File: config.mk
export PLATFORM = sky130hd
export DESIGN_NAME = h264_annexb_frame_encapsulator_core
export DESIGN_NICKNAME = d
export VERILOG_FILES = /design/src/rtl/hafe_pkg.sv /design/src/rtl/hafe_front.sv /design/src/rtl/hafe_queue.sv /design/src/rtl/hafe_back.sv /design/src/rtl/h264_annexb_frame_encapsulator_core.sv
export SDC_FILE = /design/constraint.sdc
export NUM_CORES = 1
export LEC_CHECK = 0
export BUFFER_PORTS_ARGS = -buffer_cell sky130_fd_sc_hd__clkbuf_2
export CAP_MARGIN = 40
export CORE_UTILIZATION = 50
export DETAILED_ROUTE_END_ITERATION = 12
export PLACE_DENSITY = 0.68
export SYNTH_ARGS = -nofsm -noshare
export SYNTH_HDL_FRONTEND = slang
export SYNTH_SLANG_ARGS = --single-unit
export TNS_END_PERCENT = 5
File: constraint.sdc
create_clock -name clk -period 4.9 [get_ports clk]
set_input_delay 0.49 -clock clk [delete_from_list [all_inputs] [get_ports clk]]
set_output_delay 0.49 -clock clk [all_outputs]
set_load 0.1 [all_outputs]
File: src/rtl/hafe_pkg.sv
// shared types, constants and header table for the annex b frame encapsulator
// no dependencies

package hafe_pkg;

  localparam int QUEUE_DEPTH = 4;
  localparam int HDR_TABLE_LEN = 28;

  localparam logic [31:0] IDR_SLICE_HEADER = 32'h25b804ff;
  localparam logic [31:0] NONIDR_SLICE_HEADER = 32'h21e003ff;
  localparam logic [7:0] EPB_BYTE = 8'h03;

  localparam logic [5:0] IDR_HDR_LEN = 6'd32;
  localparam logic [5:0] NONIDR_HDR_LEN = 6'd8;
  // a non-idr header starts at the third start code of the table, the slice start code
  localparam logic [4:0] NONIDR_HDR_OFFSET = 5'd24;

  // one classified payload byte, handed from the front to the back
  typedef struct packed {
    logic [7:0] data;
    logic       start;
    logic       idr;
    logic       last;
    logic       esc;
    logic [7:0] fnum;
  } cmd_t;

  // sps/pps block with its start codes, then the slice start code
  function automatic logic [7:0] hdr_table_byte(input logic [4:0] idx);
    logic [7:0] b;
    case (idx)
      5'd3:    b = 8'h01;
      5'd4:    b = 8'h67;
      5'd5:    b = 8'h64;
      5'd7:    b = 8'h20;
      5'd8:    b = 8'hac;
      5'd9:    b = 8'h2b;
      5'd10:   b = 8'h40;
      5'd11:   b = 8'h6c;
      5'd12:   b = 8'h1e;
      5'd13:   b = 8'hf3;
      5'd14:   b = 8'h68;
      5'd18:   b = 8'h01;
      5'd19:   b = 8'h68;
      5'd20:   b = 8'hee;
      5'd21:   b = 8'h06;
      5'd22:   b = 8'h0c;
      5'd23:   b = 8'he8;
      5'd27:   b = 8'h01;
      default: b = 8'h00;
    endcase
    return b;
  endfunction

endpackage

File: src/rtl/hafe_front.sv
// front end: accepts payload bytes, tracks zero run, payload index and frame number
// depends on hafe_pkg

module hafe_front (
  input  logic              clk,
  input  logic              rst,
  input  logic              s_tvalid,
  input  logic [7:0]        s_tdata,
  input  logic              s_tlast,
  input  logic [1:0]        s_tuser,
  input  logic              q_ready,
  output logic              push,
  output hafe_pkg::cmd_t    cmd
);

  logic [7:0] frame_number;
  logic [1:0] zero_run;
  logic [1:0] payload_index;
  logic [7:0] frame_number_next;
  logic [1:0] zero_run_next;
  logic [1:0] payload_index_next;

  logic       start;
  logic       idr;
  logic [1:0] zr0;
  logic [1:0] pi0;
  logic [1:0] zr_esc;
  logic       esc;

  assign start = s_tuser[0];
  assign idr   = s_tuser[1];
  assign push  = s_tvalid && q_ready;

  always_comb begin
    // header always ends in 0xff, so a new frame starts with no zeros behind it
    zr0 = start ? 2'd0 : zero_run;
    pi0 = start ? 2'd0 : payload_index;
    esc = (pi0 == 2'd2) && (s_tdata <= 8'd3) && (zr0 == 2'd2);
    zr_esc = esc ? 2'd0 : zr0;
    if (s_tdata == 8'd0) begin
      zero_run_next = (zr_esc == 2'd2) ? 2'd2 : zr_esc + 2'd1;
    end else begin
      zero_run_next = 2'd0;
    end
    payload_index_next = (pi0 == 2'd2) ? 2'd2 : pi0 + 2'd1;
    frame_number_next = (start && !idr) ? frame_number + 8'd1 : frame_number;

    cmd.data  = s_tdata;
    cmd.start = start;
    cmd.idr   = idr;
    cmd.last  = s_tlast;
    cmd.esc   = esc;
    cmd.fnum  = frame_number;
  end

  always_ff @(posedge clk) begin
    if (rst) begin
      frame_number  <= 8'd0;
      zero_run      <= 2'd0;
      payload_index <= 2'd0;
    end else if (push) begin
      frame_number  <= frame_number_next;
      zero_run      <= zero_run_next;
      payload_index <= payload_index_next;
    end
  end

endmodule

File: src/rtl/hafe_queue.sv
// short command queue between front and back
// depends on hafe_pkg

module hafe_queue #(
  parameter int DEPTH = hafe_pkg::QUEUE_DEPTH
) (
  input  logic              clk,
  input  logic              rst,
  input  logic              push,
  input  hafe_pkg::cmd_t    push_cmd,
  output logic              ready,
  input  logic              pop,
  output logic              head_valid,
  output hafe_pkg::cmd_t    head_cmd
);

  localparam int PTR_W = (DEPTH > 1) ? $clog2(DEPTH) : 1;
  localparam int CNT_W = $clog2(DEPTH + 1);

  hafe_pkg::cmd_t entries [DEPTH];
  logic [PTR_W-1:0] wr_ptr;
  logic [PTR_W-1:0] rd_ptr;
  logic [CNT_W-1:0] count;

  assign ready      = (count != CNT_W'(DEPTH));
  assign head_valid = (count != '0);
  assign head_cmd   = entries[rd_ptr];

  function automatic logic [PTR_W-1:0] ptr_inc(input logic [PTR_W-1:0] p);
    return (p == PTR_W'(DEPTH - 1)) ? '0 : p + PTR_W'(1);
  endfunction

  always_ff @(posedge clk) begin
    if (push) begin
      entries[wr_ptr] <= push_cmd;
    end
  end

  always_ff @(posedge clk) begin
    if (rst) begin
      wr_ptr <= '0;
      rd_ptr <= '0;
      count  <= '0;
    end else begin
      if (push) begin
        wr_ptr <= ptr_inc(wr_ptr);
      end
      if (pop) begin
        rd_ptr <= ptr_inc(rd_ptr);
      end
      if (push && !pop) begin
        count <= count + CNT_W'(1);
      end else if (pop && !push) begin
        count <= count - CNT_W'(1);
      end
    end
  end

endmodule

File: src/rtl/hafe_back.sv
// back end: walks header, escape and payload bytes of the head command into the output register
// depends on hafe_pkg

module hafe_back (
  input  logic              clk,
  input  logic              rst,
  input  logic              head_valid,
  input  hafe_pkg::cmd_t    head_cmd,
  output logic              pop,
  output logic              m_tvalid,
  input  logic              m_tready,
  output logic [7:0]        m_tdata,
  output logic              m_tlast,
  output logic [0:0]        m_tuser
);

  logic [5:0]  pos;
  logic [5:0]  pos_next;
  logic        advance;
  logic [5:0]  hlen;
  logic [5:0]  last_pos;
  logic [4:0]  hp;
  logic [31:0] slice_hdr;
  logic [7:0]  hdr_byte;
  logic [7:0]  byte_next;
  logic        at_last;

  assign advance = head_valid && (!m_tvalid || m_tready);
  assign pop     = advance && at_last;

  always_comb begin
    if (head_cmd.start) begin
      hlen = head_cmd.idr ? hafe_pkg::IDR_HDR_LEN : hafe_pkg::NONIDR_HDR_LEN;
    end else begin
      hlen = 6'd0;
    end
    last_pos = hlen + {5'd0, head_cmd.esc};
    at_last  = (pos == last_pos);
    hp = pos[4:0] + (head_cmd.idr ? 5'd0 : hafe_pkg::NONIDR_HDR_OFFSET);

    if (head_cmd.idr) begin
      slice_hdr = hafe_pkg::IDR_SLICE_HEADER;
    end else begin
      slice_hdr = hafe_pkg::NONIDR_SLICE_HEADER | ({24'd0, head_cmd.fnum} << 13);
    end

    if (hp < 5'(hafe_pkg::HDR_TABLE_LEN)) begin
      hdr_byte = hafe_pkg::hdr_table_byte(hp);
    end else begin
      case (hp[1:0])
        2'd0:    hdr_byte = slice_hdr[31:24];
        2'd1:    hdr_byte = slice_hdr[23:16];
        2'd2:    hdr_byte = slice_hdr[15:8];
        default: hdr_byte = slice_hdr[7:0];
      endcase
    end

    if (pos < hlen) begin
      byte_next = hdr_byte;
    end else if (head_cmd.esc && (pos == hlen)) begin
      byte_next = hafe_pkg::EPB_BYTE;
    end else begin
      byte_next = head_cmd.data;
    end

    pos_next = at_last ? 6'd0 : pos + 6'd1;
  end

  always_ff @(posedge clk) begin
    if (rst) begin
      pos      <= 6'd0;
      m_tvalid <= 1'b0;
    end else begin
      if (advance) begin
        pos <= pos_next;
      end
      if (!m_tvalid || m_tready) begin
        m_tvalid <= head_valid;
      end
    end
  end

  always_ff @(posedge clk) begin
    if (advance) begin
      m_tdata    <= byte_next;
      m_tlast    <= at_last;
      m_tuser[0] <= at_last && head_cmd.last;
    end
  end

  // frame done only ever rides on the closing byte of a run
  a_done_on_last: assert property (@(posedge clk) disable iff (rst)
    m_tvalid && m_tuser[0] |-> m_tlast)
    else $error("frame_done without last_of_run");

  // a command never runs past header, escape and data
  a_pos_bound: assert property (@(posedge clk) disable iff (rst)
    pos <= hafe_pkg::IDR_HDR_LEN)
    else $error("byte position out of range");

  // position only moves while a command sits at the queue head
  a_pos_idle: assert property (@(posedge clk) disable iff (rst)
    !head_valid |-> pos == 6'd0)
    else $error("byte position set with empty queue");

endmodule

File: src/rtl/h264_annexb_frame_encapsulator_core.sv
// top level of the h.264 annex b frame encapsulator with emulation prevention
// depends on hafe_pkg, hafe_front, hafe_queue, hafe_back
//
// input stream: one raw slice payload byte per transfer on s_tdata, s_tlast marks
// the last byte of a frame, s_tuser carries frame_start and idr_frame. on a byte
// with frame_start the block emits, ahead of that byte, the sps/pps block (idr only),
// a start code and a 4-byte slice header; non-idr headers carry an 8-bit frame
// counter. payload bytes get an escape byte 0x03 inserted after two zero bytes when
// the byte is at most 3, never for the first two bytes of a frame.
// output stream: one byte per transfer, m_tlast on the final byte caused by an input
// byte, m_tuser[0] on the final byte of a frame.
// throughput: the output register moves one byte per cycle unless m_tready holds it;
// an input byte yields itself, plus an escape byte if needed, plus 8 (non-idr) or 32
// (idr) header bytes on a frame start; it passes the queue before the output register.
// the command queue lets input keep flowing while headers are sent or the receiver
// stalls; s_tready drops only once the queue is full.
// reset (rst, synchronous) clears the frame counter, escape tracking, queue and
// output valid.

module h264_annexb_frame_encapsulator_core #(
  parameter int QUEUE_DEPTH = hafe_pkg::QUEUE_DEPTH
) (
  input  logic        clk,
  input  logic        rst,
  input  logic        s_tvalid,
  output logic        s_tready,
  input  logic [7:0]  s_tdata,   // payload_byte
  input  logic        s_tlast,   // end_of_frame
  input  logic [1:0]  s_tuser,   // [0] frame_start, [1] idr_frame
  output logic        m_tvalid,
  input  logic        m_tready,
  output logic [7:0]  m_tdata,   // out_byte
  output logic        m_tlast,   // last_of_run
  output logic [0:0]  m_tuser    // [0] frame_done
);

  logic           push;
  logic           pop;
  logic           head_valid;
  hafe_pkg::cmd_t push_cmd;
  hafe_pkg::cmd_t head_cmd;

  hafe_front u_front (
    .clk      (clk),
    .rst      (rst),
    .s_tvalid (s_tvalid),
    .s_tdata  (s_tdata),
    .s_tlast  (s_tlast),
    .s_tuser  (s_tuser),
    .q_ready  (s_tready),
    .push     (push),
    .cmd      (push_cmd)
  );

  hafe_queue #(
    .DEPTH (QUEUE_DEPTH)
  ) u_queue (
    .clk        (clk),
    .rst        (rst),
    .push       (push),
    .push_cmd   (push_cmd),
    .ready      (s_tready),
    .pop        (pop),
    .head_valid (head_valid),
    .head_cmd   (head_cmd)
  );

  hafe_back u_back (
    .clk        (clk),
    .rst        (rst),
    .head_valid (head_valid),
    .head_cmd   (head_cmd),
    .pop        (pop),
    .m_tvalid   (m_tvalid),
    .m_tready   (m_tready),
    .m_tdata    (m_tdata),
    .m_tlast    (m_tlast),
    .m_tuser    (m_tuser)
  );

endmodule

# Yosys cells after proc, flatten, opt, wreduce, memory -nomap -nowiden
# Memories as Yosys holds them, arrays and structs flattened. A register that Yosys moved wholly into a read port is not among the register bits.
# Cells that the tools add are included.
[op_classes]
eq_ne = 10
n_lt_le_gt_ge = 3
mux = 23
n_addsub = 10
div_mod_pow = 0
shift = 0
multipliers = 0
reduce_logical = 20
bitwise = 0
[op_table]
columns = ["operator", "count"]
rows = [
  ["$mux 27", 1],
  ["$mux 8", 3],
  ["$pmux 8 s3", 1],
  ["$mux 2", 10],
  ["$mux 6", 3],
  ["$eq 2x2->1 const B", 6],
  ["$eq 6x6->1", 2],
  ["$logic_and 1x1->1", 10],
  ["$add 2x1->2 const B", 4],
  ["$add 8x1->8 const B", 1],
  ["$le 8x2->1 const B", 1],
  ["$logic_not 8->1", 1],
  ["$add 6x1->6", 1],
  ["$add 6x1->6 const B", 1],
  ["$lt 6x6->1", 1],
  ["$mux 3", 2],
  ["$add 5x5->5", 1],
  ["$lt 5x5->1 const B", 1],
  ["$mux 5", 1],
  ["$logic_not 1->1", 4],
  ["$add 3x1->3 const B", 1],
  ["$ne 3x3->1 const B", 1],
  ["$reduce_bool 3->1", 1],
  ["$sub 3x1->3 const B", 1],
  ["other kinds (6)", 7],
]
[word_totals]
n_memories = 2
in_bits = 15
reg_bits = 36
mem_bits_ro = 256
word_cells = 79
ram_bits = 80
latch_bits = 0
output_inout_bits = 12
[memory_table]
columns = ["memory", "depth", "width", "rd", "rd_clocked_by_memory_dff", "write_ports", "line_no", "text"]
rows = [
  ["(name not given)", 32, 8, 1, 0, 0, "hafe_pkg.sv:31", "case (idx)"],
  ["u_queue.entries", 4, 20, 1, 1, 1, "hafe_queue.sv:20", "hafe_pkg::cmd_t entries [DEPTH];"],
]

# Depth between registers and ports, before layout
# Gate-level depths: netlist of run 1.
[logic_depth]
ltp_word = 8
depth_mapped = 15

# By module
# A second synthesis of run 1 with hierarchy kept.
[hier_totals]
cells_unflattened = 384
hier_area_um2 = 5412.7
[modules_own_cells]
columns = ["mod", "instances", "area_per_inst_um2", "cells_each"]
rows = [
  ["hafe_queue", 1, 3326.9, 149],
  ["hafe_back", 1, 1370.1, 151],
  ["hafe_front", 1, 715.7, 84],
]

# Worst setup path before layout of run 1
# OpenSTA, ideal clock, no wires.
[synth_timing]
path_type = "register to register"
from = "register with a tool-made name"
to = "register u_queue.count[2]"
t_required_ns = 4.829
synth_period_minus_slack_ns = 3.329
path_slack_ns = 1.571
arrival_ns = 3.258
path_buffers = 2
stages_incl_launch_ff = 15
path_cell_list = "dfxtp_1 > buf_2 > mux4_2 > nor2b_1 > ha_1 > nor4bb_1 > and4_1 > buf_2 > inv_1 > ha_1 > inv_1 > fa_1 > xor2_1 > or3_1 > a21oi_1"
[synth_rtl]
columns = ["element", "line_no", "text"]
rows = [
  ["end signal: assignment", "hafe_queue.sv:52", "count <= count + CNT_W'(1);"],
  ["end signal: assignment", "hafe_queue.sv:54", "count <= count - CNT_W'(1);"],
  ["end: declaration", "hafe_queue.sv:23", "logic [CNT_W-1:0] count;"],
]

==> flow_summary.json, run 1 <==
{
  "ios": 27,
  "ctsHoldBuffers": 0,
  "tns_ns": 0,
  "initial_core_util": 0.526,
  "die_h_um": 104,
  "rrSetupSlack_ns": 1.26,
  "dieArea_mm2": 0.0109,
  "synth_seq_area_share": 0.623,
  "synth_top_area_cell": "edfxtp_1",
  "run_status": "finished clean",
  "hold_viol": 0,
  "grt_start_max_net_pins": 27,
  "ys.flop_type": "edfxtp_1",
  "clock_sinks": 118,
  "synth_area_leaders": "edfxtp_1, dfxtp_1, mux4_2",
  "antenna_found_initial": 0,
  "synth_commonest_cells": "edfxtp_1, nand2_1, dfxtp_1",
  "crit_path_end_kind": "flip-flop",
  "worstMarginPinSlew_ns": 0.683,
  "cp_max_fo": 20,
  "power_mw": 3.73,
  "dr.pass1.iters": 5,
  "slew_violations": 0,
  "power.density_mw_per_mm2": 612,
  "synth_edf_count": 90,
  "cp_slowest_stage_delay_ns": 0.63,
  "cts_setup_buffers": 0,
  "yosys_register_bits": 118,
  "arrival_ns": 4.06,
  "hp-class": "input pin to flip-flop",
  "period_minus_slack_ns": 3.64,
  "wl_um": 10200,
  "ys_warn_count": 0,
  "clk_pin_slew_ns": 0.06,
  "crit_slowest_cell": "mux4_2",
  "async_flop_share": 0,
  "final_nets": 453,
  "cts_max_level": 4,
  "netlist_instances": 383,
  "critPathKind": "flip-flop to flip-flop",
  "slew_headroom": 0.541,
  "crit_buf_inv": 3,
  "synth_nets": 418,
  "p_leak_nw": 2.16,
  "syn_avg_cell_area_um2": 13.7,
  "drt_iter0_markers": 172,
  "clockBufferDepth": 2,
  "r2r-end": "u_queue.count[2]",
  "worst_r2r_path_depth": 13,
  "antennaDiodeCount": 0,
  "min_to": "u_queue.entries[2][9]",
  "drc": 0,
  "final_antenna_net_count": 0,
  "wl_per_cell_um": 18.0,
  "netlist_area_mm2": 0.00523,
  "yosysTopAreaCellShare": 0.516,
  "grt_pass1_vias": 3211,
  "crit_family": "simple AND/OR/NAND/NOR gates",
  "yosysMostFrequentCell": "edfxtp_1",
  "fin_skew_ns": 0.00931,
  "setup_viol": 0,
  "area_growth_syn_to_layout_pct": 16.5,
  "startpoint_type": "flip-flop",
  "yosysUniqueCellTypes": 58,
  "grt_overflow_total": 0,
  "coreArea_mm2": 0.00995,
  "viasPerCell": 5.77,
  "peakVddDrop_mv": 0.542,
  "hpwl_um": 7020,
  "maxCapViolCount": 0,
  "rsz0062_at_grt": "no",
  "path_cells": "buf_4 > mux4_2 > nor2b_1 > ha_1 > nor4bb_1 > and4_1 > inv_1 > ha_1 > inv_1 > fa_1 > xor2_1 > or3_1 > a21oi_1",
  "cts_root_buf": "clkbuf_8",
  "grt_pass1_wl_um": 16500,
  "via_count": 3255,
  "globalRouteTotalUtil": 0.203,
  "period_share": 0.743,
  "fmax_mhz": 275,
  "clock_latency_ns": 0.50,
  "die_w_um": 104,
  "min-delay-start": "s_tlast",
  "crit_required_ns": 5.32,
  "cts_buffers": 17,
  "cts_tree": "done",
  "n_fill_cell": 773,
  "num_rows": 36,
  "cts_resized": 0,
  "gp_congestion": 0.905,
  "port-buffer-count": 26,
  "drive_above_1_share": 0.195,
  "hold_path_depth": 1
}
-- worst max-delay path by stage --
stage / startpoint / to / slack, ns / depth (start not counted)
floorplan: flip-flop / u_queue.count[2] / 1.57 / 14
global placement: flip-flop / u_queue.count[2] / 1.33 / 13
detailed placement: flip-flop / u_queue.count[2] / 1.19 / 13
CTS: flip-flop / u_queue.count[2] / 1.20 / 13
global route: flip-flop / u_queue.count[2] / 0.96 / 13
finish: flip-flop / u_queue.count[2] / 1.26 / 13
-- flip-flops by register name, summed over array words and instances, names as in the netlist, named ones only --
register               flops
u_front.frame_number       8
u_queue.entries           80
u_queue.rd_ptr             2
u_queue.count              3
u_front.zero_run           2
u_front.payload_index      2
u_queue.wr_ptr             2
u_back.pos                 6
u_back.m_tdata             8
u_back.m_tvalid            1
u_back.m_tuser             1
u_back.m_tlast             1
-- kinds of logic (layout without fill, tap and decap cells) --
| group | Yosys count | after routing | share of synthesized area |
|---|---|---|---|
| buffers and inverters | 38 | 86 | 0.0299 |
| muxes | 28 | 28 | 0.0944 |
| and+or+nand+nor | 104 | 104 | 0.0968 |
| xor gates and xnor gates | 14 | 14 | 0.0249 |
| AOI/OAI and AO/OA | 59 | 59 | 0.0772 |
| DFF | 118 | 118 | 0.623 |
| adders and majority gates | 22 | 22 | 0.0533 |
-- metrics by stage --
stage / cells / util / hold slack, ns / worst slack, ns / area (um^2)
after floorplan: 383 / - / 0.437 / 1.57 / 5230
after global placement: 526 / 0.549 / 0.445 / 1.33 / 5460
after detailed placement: 532 / 0.559 / 0.460 / 1.19 / 5570
after CTS: 564 / 0.613 / 0.182 / 1.20 / 6100
after global routing: 564 / 0.613 / 0.180 / 0.959 / 6100
final: 564 / 0.613 / 0.207 / 1.26 / 6100
-- layout by cell type (no fill, tap or decap), drive strengths merged, types with 6 or more instances in the layout --
master	n
edfxtp	90
clkbuf	45
nand2	31
dfxtp	28
nor2	27
inv	21
ha	19
mux4	17
o21ai	16
a21oi	11
mux2i	10
and3	9
xor2	9
nor3	8
clkinv	8
buf	8
nand3	6
-- layer usage --
metal	track usage	part of all wire
met2	0.317	0.48
met1	0.262	0.44
met5	0	0
met4	0.0786	0.018
met3	0.0652	0.060
-- layout make-up --
type	instances	area (um^2)	share of cell area
Multi-Input combinational cell	227	1810	0.297
Timing Repair Buffer	34	249	0.0408
Tap cell	133	166	0.0273
Inverter	20	75.1	0.0123
Sequential cell	118	3260	0.535
Clock inverter	13	109	0.0178
Clock buffer	19	422	0.0691
-- power by group --
part	total (mW)	switching [mW]	internal [mW]
Clock	1.08	0.418	0.666
Sequential	1.34	0.0793	1.26
Combinational	1.31	0.901	0.411
-- worst register-to-register path: stages (launching register included) --
cell and delay (ns):
dfxtp_1 0.35, buf_4 0.34, mux4_2 0.64, nor2b_1 0.15, ha_1 0.12, nor4bb_1 0.39, and4_1 0.49, inv_1 0.10
ha_1 0.22, inv_1 0.07, fa_1 0.17, xor2_1 0.08, or3_1 0.30, a21oi_1 0.14
Note: power is estimated with default switching activity, not from simulation.
==> run 2: changes to the inputs <==
--- a/config.mk
+++ b/config.mk
@@ -9,7 +9,7 @@
 export CAP_MARGIN = 40
 export CORE_UTILIZATION = 50
 export DETAILED_ROUTE_END_ITERATION = 12
-export PLACE_DENSITY = 0.68
+export PLACE_DENSITY = 0.71
 export SYNTH_ARGS = -nofsm -noshare
 export SYNTH_HDL_FRONTEND = slang
 export SYNTH_SLANG_ARGS = --single-unit
==> constraint.sdc (replaced) <==
create_clock -name clk -period 3.07 [get_ports clk]
set_input_delay 0.307 -clock clk [delete_from_list [all_inputs] [get_ports clk]]
set_output_delay 0.307 -clock clk [all_outputs]
set_load 0.1 [all_outputs]
==> run 2 against run 1 <==
  * Cell area up 2.2%
  * Largest cell class unchanged
  * Setup slack got worse by 1.1 ns
  * Global-route usage up 1.8 points
  * Combinational power grew 70%
  * Via count rose by 2.9%
==> flow_summary.json, run 2 (synthesis results as in run 1) <==
{
  "layout_commonest_cell": "edfxtp_1",
  "path_common_cell": "buf_4",
  "rrSetupSlack_ns": 0.12,
  "cp_max_fo": 10,
  "path_cells": "mux4_2 > buf_4 > inv_1 > ha_1 > xor2_1 > xor2_2 > buf_4 > o22ai_1 > a221oi_1 > a21o_1",
  "hp-class": "input pin to flip-flop",
  "num_rows": 36,
  "grt_pass1_wl_um": 17700,
  "cts_root_buf": "clkbuf_8",
  "critPathKind": "flip-flop to flip-flop",
  "largest_reg_flops": 80,
  "drt_iter0_markers": 247,
  "fin_skew_ns": 0.00719,
  "initial_core_util": 0.526,
  "slew_headroom": 0.567,
  "clk_pin_slew_ns": 0.06,
  "hold_viol": 0,
  "hpwl_um": 7130,
  "layout_common_cells": "edfxtp_1, nand2_1, nor2_1, dfxtp_1, clkbuf_2",
  "clock_latency_ns": 0.51,
  "period_share": 0.960,
  "clockBufferDepth": 2,
  "period_minus_slack_ns": 2.95,
  "worst_r2r_path_depth": 10,
  "r2r-start": "u_queue.entries[2][10]",
  "via_count": 3348,
  "wl_um": 11300,
  "slew_violations": 0,
  "dr.pass1.iters": 5,
  "cts_buffers": 17,
  "min-delay-start": "s_tlast",
  "p_leak_nw": 2.24,
  "min_to": "u_queue.entries[3][9]",
  "setup_viol": 0,
  "viasPerCell": 5.85,
  "max_flop_register": "u_queue.entries",
  "crit_path_end_kind": "flip-flop",
  "crit_required_ns": 3.45,
  "r2r-end": "u_back.m_tdata[4]",
  "grt_start_max_net_pins": 27,
  "final_nets": 461,
  "die_h_um": 104,
  "antennaDiodeCount": 0,
  "grt_pass1_vias": 3347,
  "cts_tree": "done",
  "worstMarginPinSlew_ns": 0.644,
  "hold_path_depth": 1,
  "globalRouteTotalUtil": 0.221,
  "clock_sinks": 118,
  "peakVddDrop_mv": 0.662,
  "run_status": "finished clean",
  "crit_slowest_cell": "mux4_2",
  "arrival_ns": 3.33,
  "maxCapViolCount": 0,
  "ios": 27,
  "area_growth_syn_to_layout_pct": 19.1,
  "fmax_mhz": 339,
  "die_w_um": 104,
  "gp_congestion": 0.844,
  "power_mw": 6.45,
  "drc": 0,
  "coreArea_mm2": 0.00995,
  "ctsHoldBuffers": 0,
  "dieArea_mm2": 0.0109,
  "port-buffer-count": 26,
  "antenna_found_initial": 0,
  "startpoint_type": "flip-flop",
  "drive_above_1_share": 0.239,
  "final_antenna_net_count": 0,
  "grt_overflow_total": 0,
  "largestRegisters": "u_queue.entries (80), u_back.m_tdata (8), u_front.frame_number (8)",
  "power.density_mw_per_mm2": 1040,
  "tns_ns": 0,
  "wl_per_cell_um": 19.8,
  "cp_slowest_stage_delay_ns": 0.51,
  "cts_max_level": 4,
  "final_util": 0.626
}
run 2: how the worst max path moves through the flow:
stage | startpoint | end | slack, ns | cells after the start
final | u_queue.entries[2][10] | u_back.m_tdata[4] | 0.12 | 10
after global routing | u_queue.entries[3][10] | u_back.m_tdata[4] | -0.03 | 10
after CTS | flip-flop | u_queue.count[2] | 0.11 | 12
after detailed placement | flip-flop | u_queue.count[2] | 0.12 | 12
after global placement | flip-flop | u_queue.count[2] | 0.17 | 12
after floorplan | flip-flop | u_queue.count[2] | 0.001 | 14
run 2: per-stage QoR:
step | hold slack [ns] | worst slack [ns] | cell area [um^2] | instances
2_1_floorplan | 0.406 | 0.00113 | 5260 | 383
3_3_place_gp | 0.444 | 0.171 | 5570 | 539
3_5_place_dp | 0.454 | 0.125 | 5570 | 539
4_1_cts | 0.00241 | 0.107 | 6210 | 571
5_1_grt | 0.0172 | -0.0278 | 6230 | 572
6_report | 0.0228 | 0.123 | 6230 | 572
run 2: what timing repair did:
action | CTS | global route
setup endpoints to repair | 0 | 3
gates resized for setup | 0 | 5
buffers inserted | 0 | 1
run 2: report_power, final:
group          switching, mW  total (mW)  internal, mW
logic                   1.52        2.23         0.717
registers              0.109        2.12          2.01
clock network          0.728        2.10          1.37
total                   2.35        6.45          4.10
run 2: critical path: cells and delay by family, from the launching register on:
family          cells  cell delay, ns
flops               1            0.40
fa+ha+maj           1            0.16
mux                 1            0.51
compound gates      3            0.50
buf+inv             3            0.47
xor+xnor            2            0.79
run 2: layout make-up:
| class | count | area (um^2) |
|---|---|---|
| Fill cell | 740 | 3720 |
| Sequential cell | 118 | 3270 |
| Multi-Input combinational cell | 227 | 1840 |
| Clock buffer | 19 | 442 |
| Timing Repair Buffer | 42 | 250 |
| Clock inverter | 13 | 194 |
| Tap cell | 133 | 166 |
| Inverter | 20 | 75.1 |
run 2: layer usage:
layer  vias up  part of all wire  track usage
met5         -                 0            0
met4         0             0.025        0.101
met3        23             0.059       0.0439
met2       146              0.49        0.364
met1      1641              0.42        0.280
li1       1538                 -            -
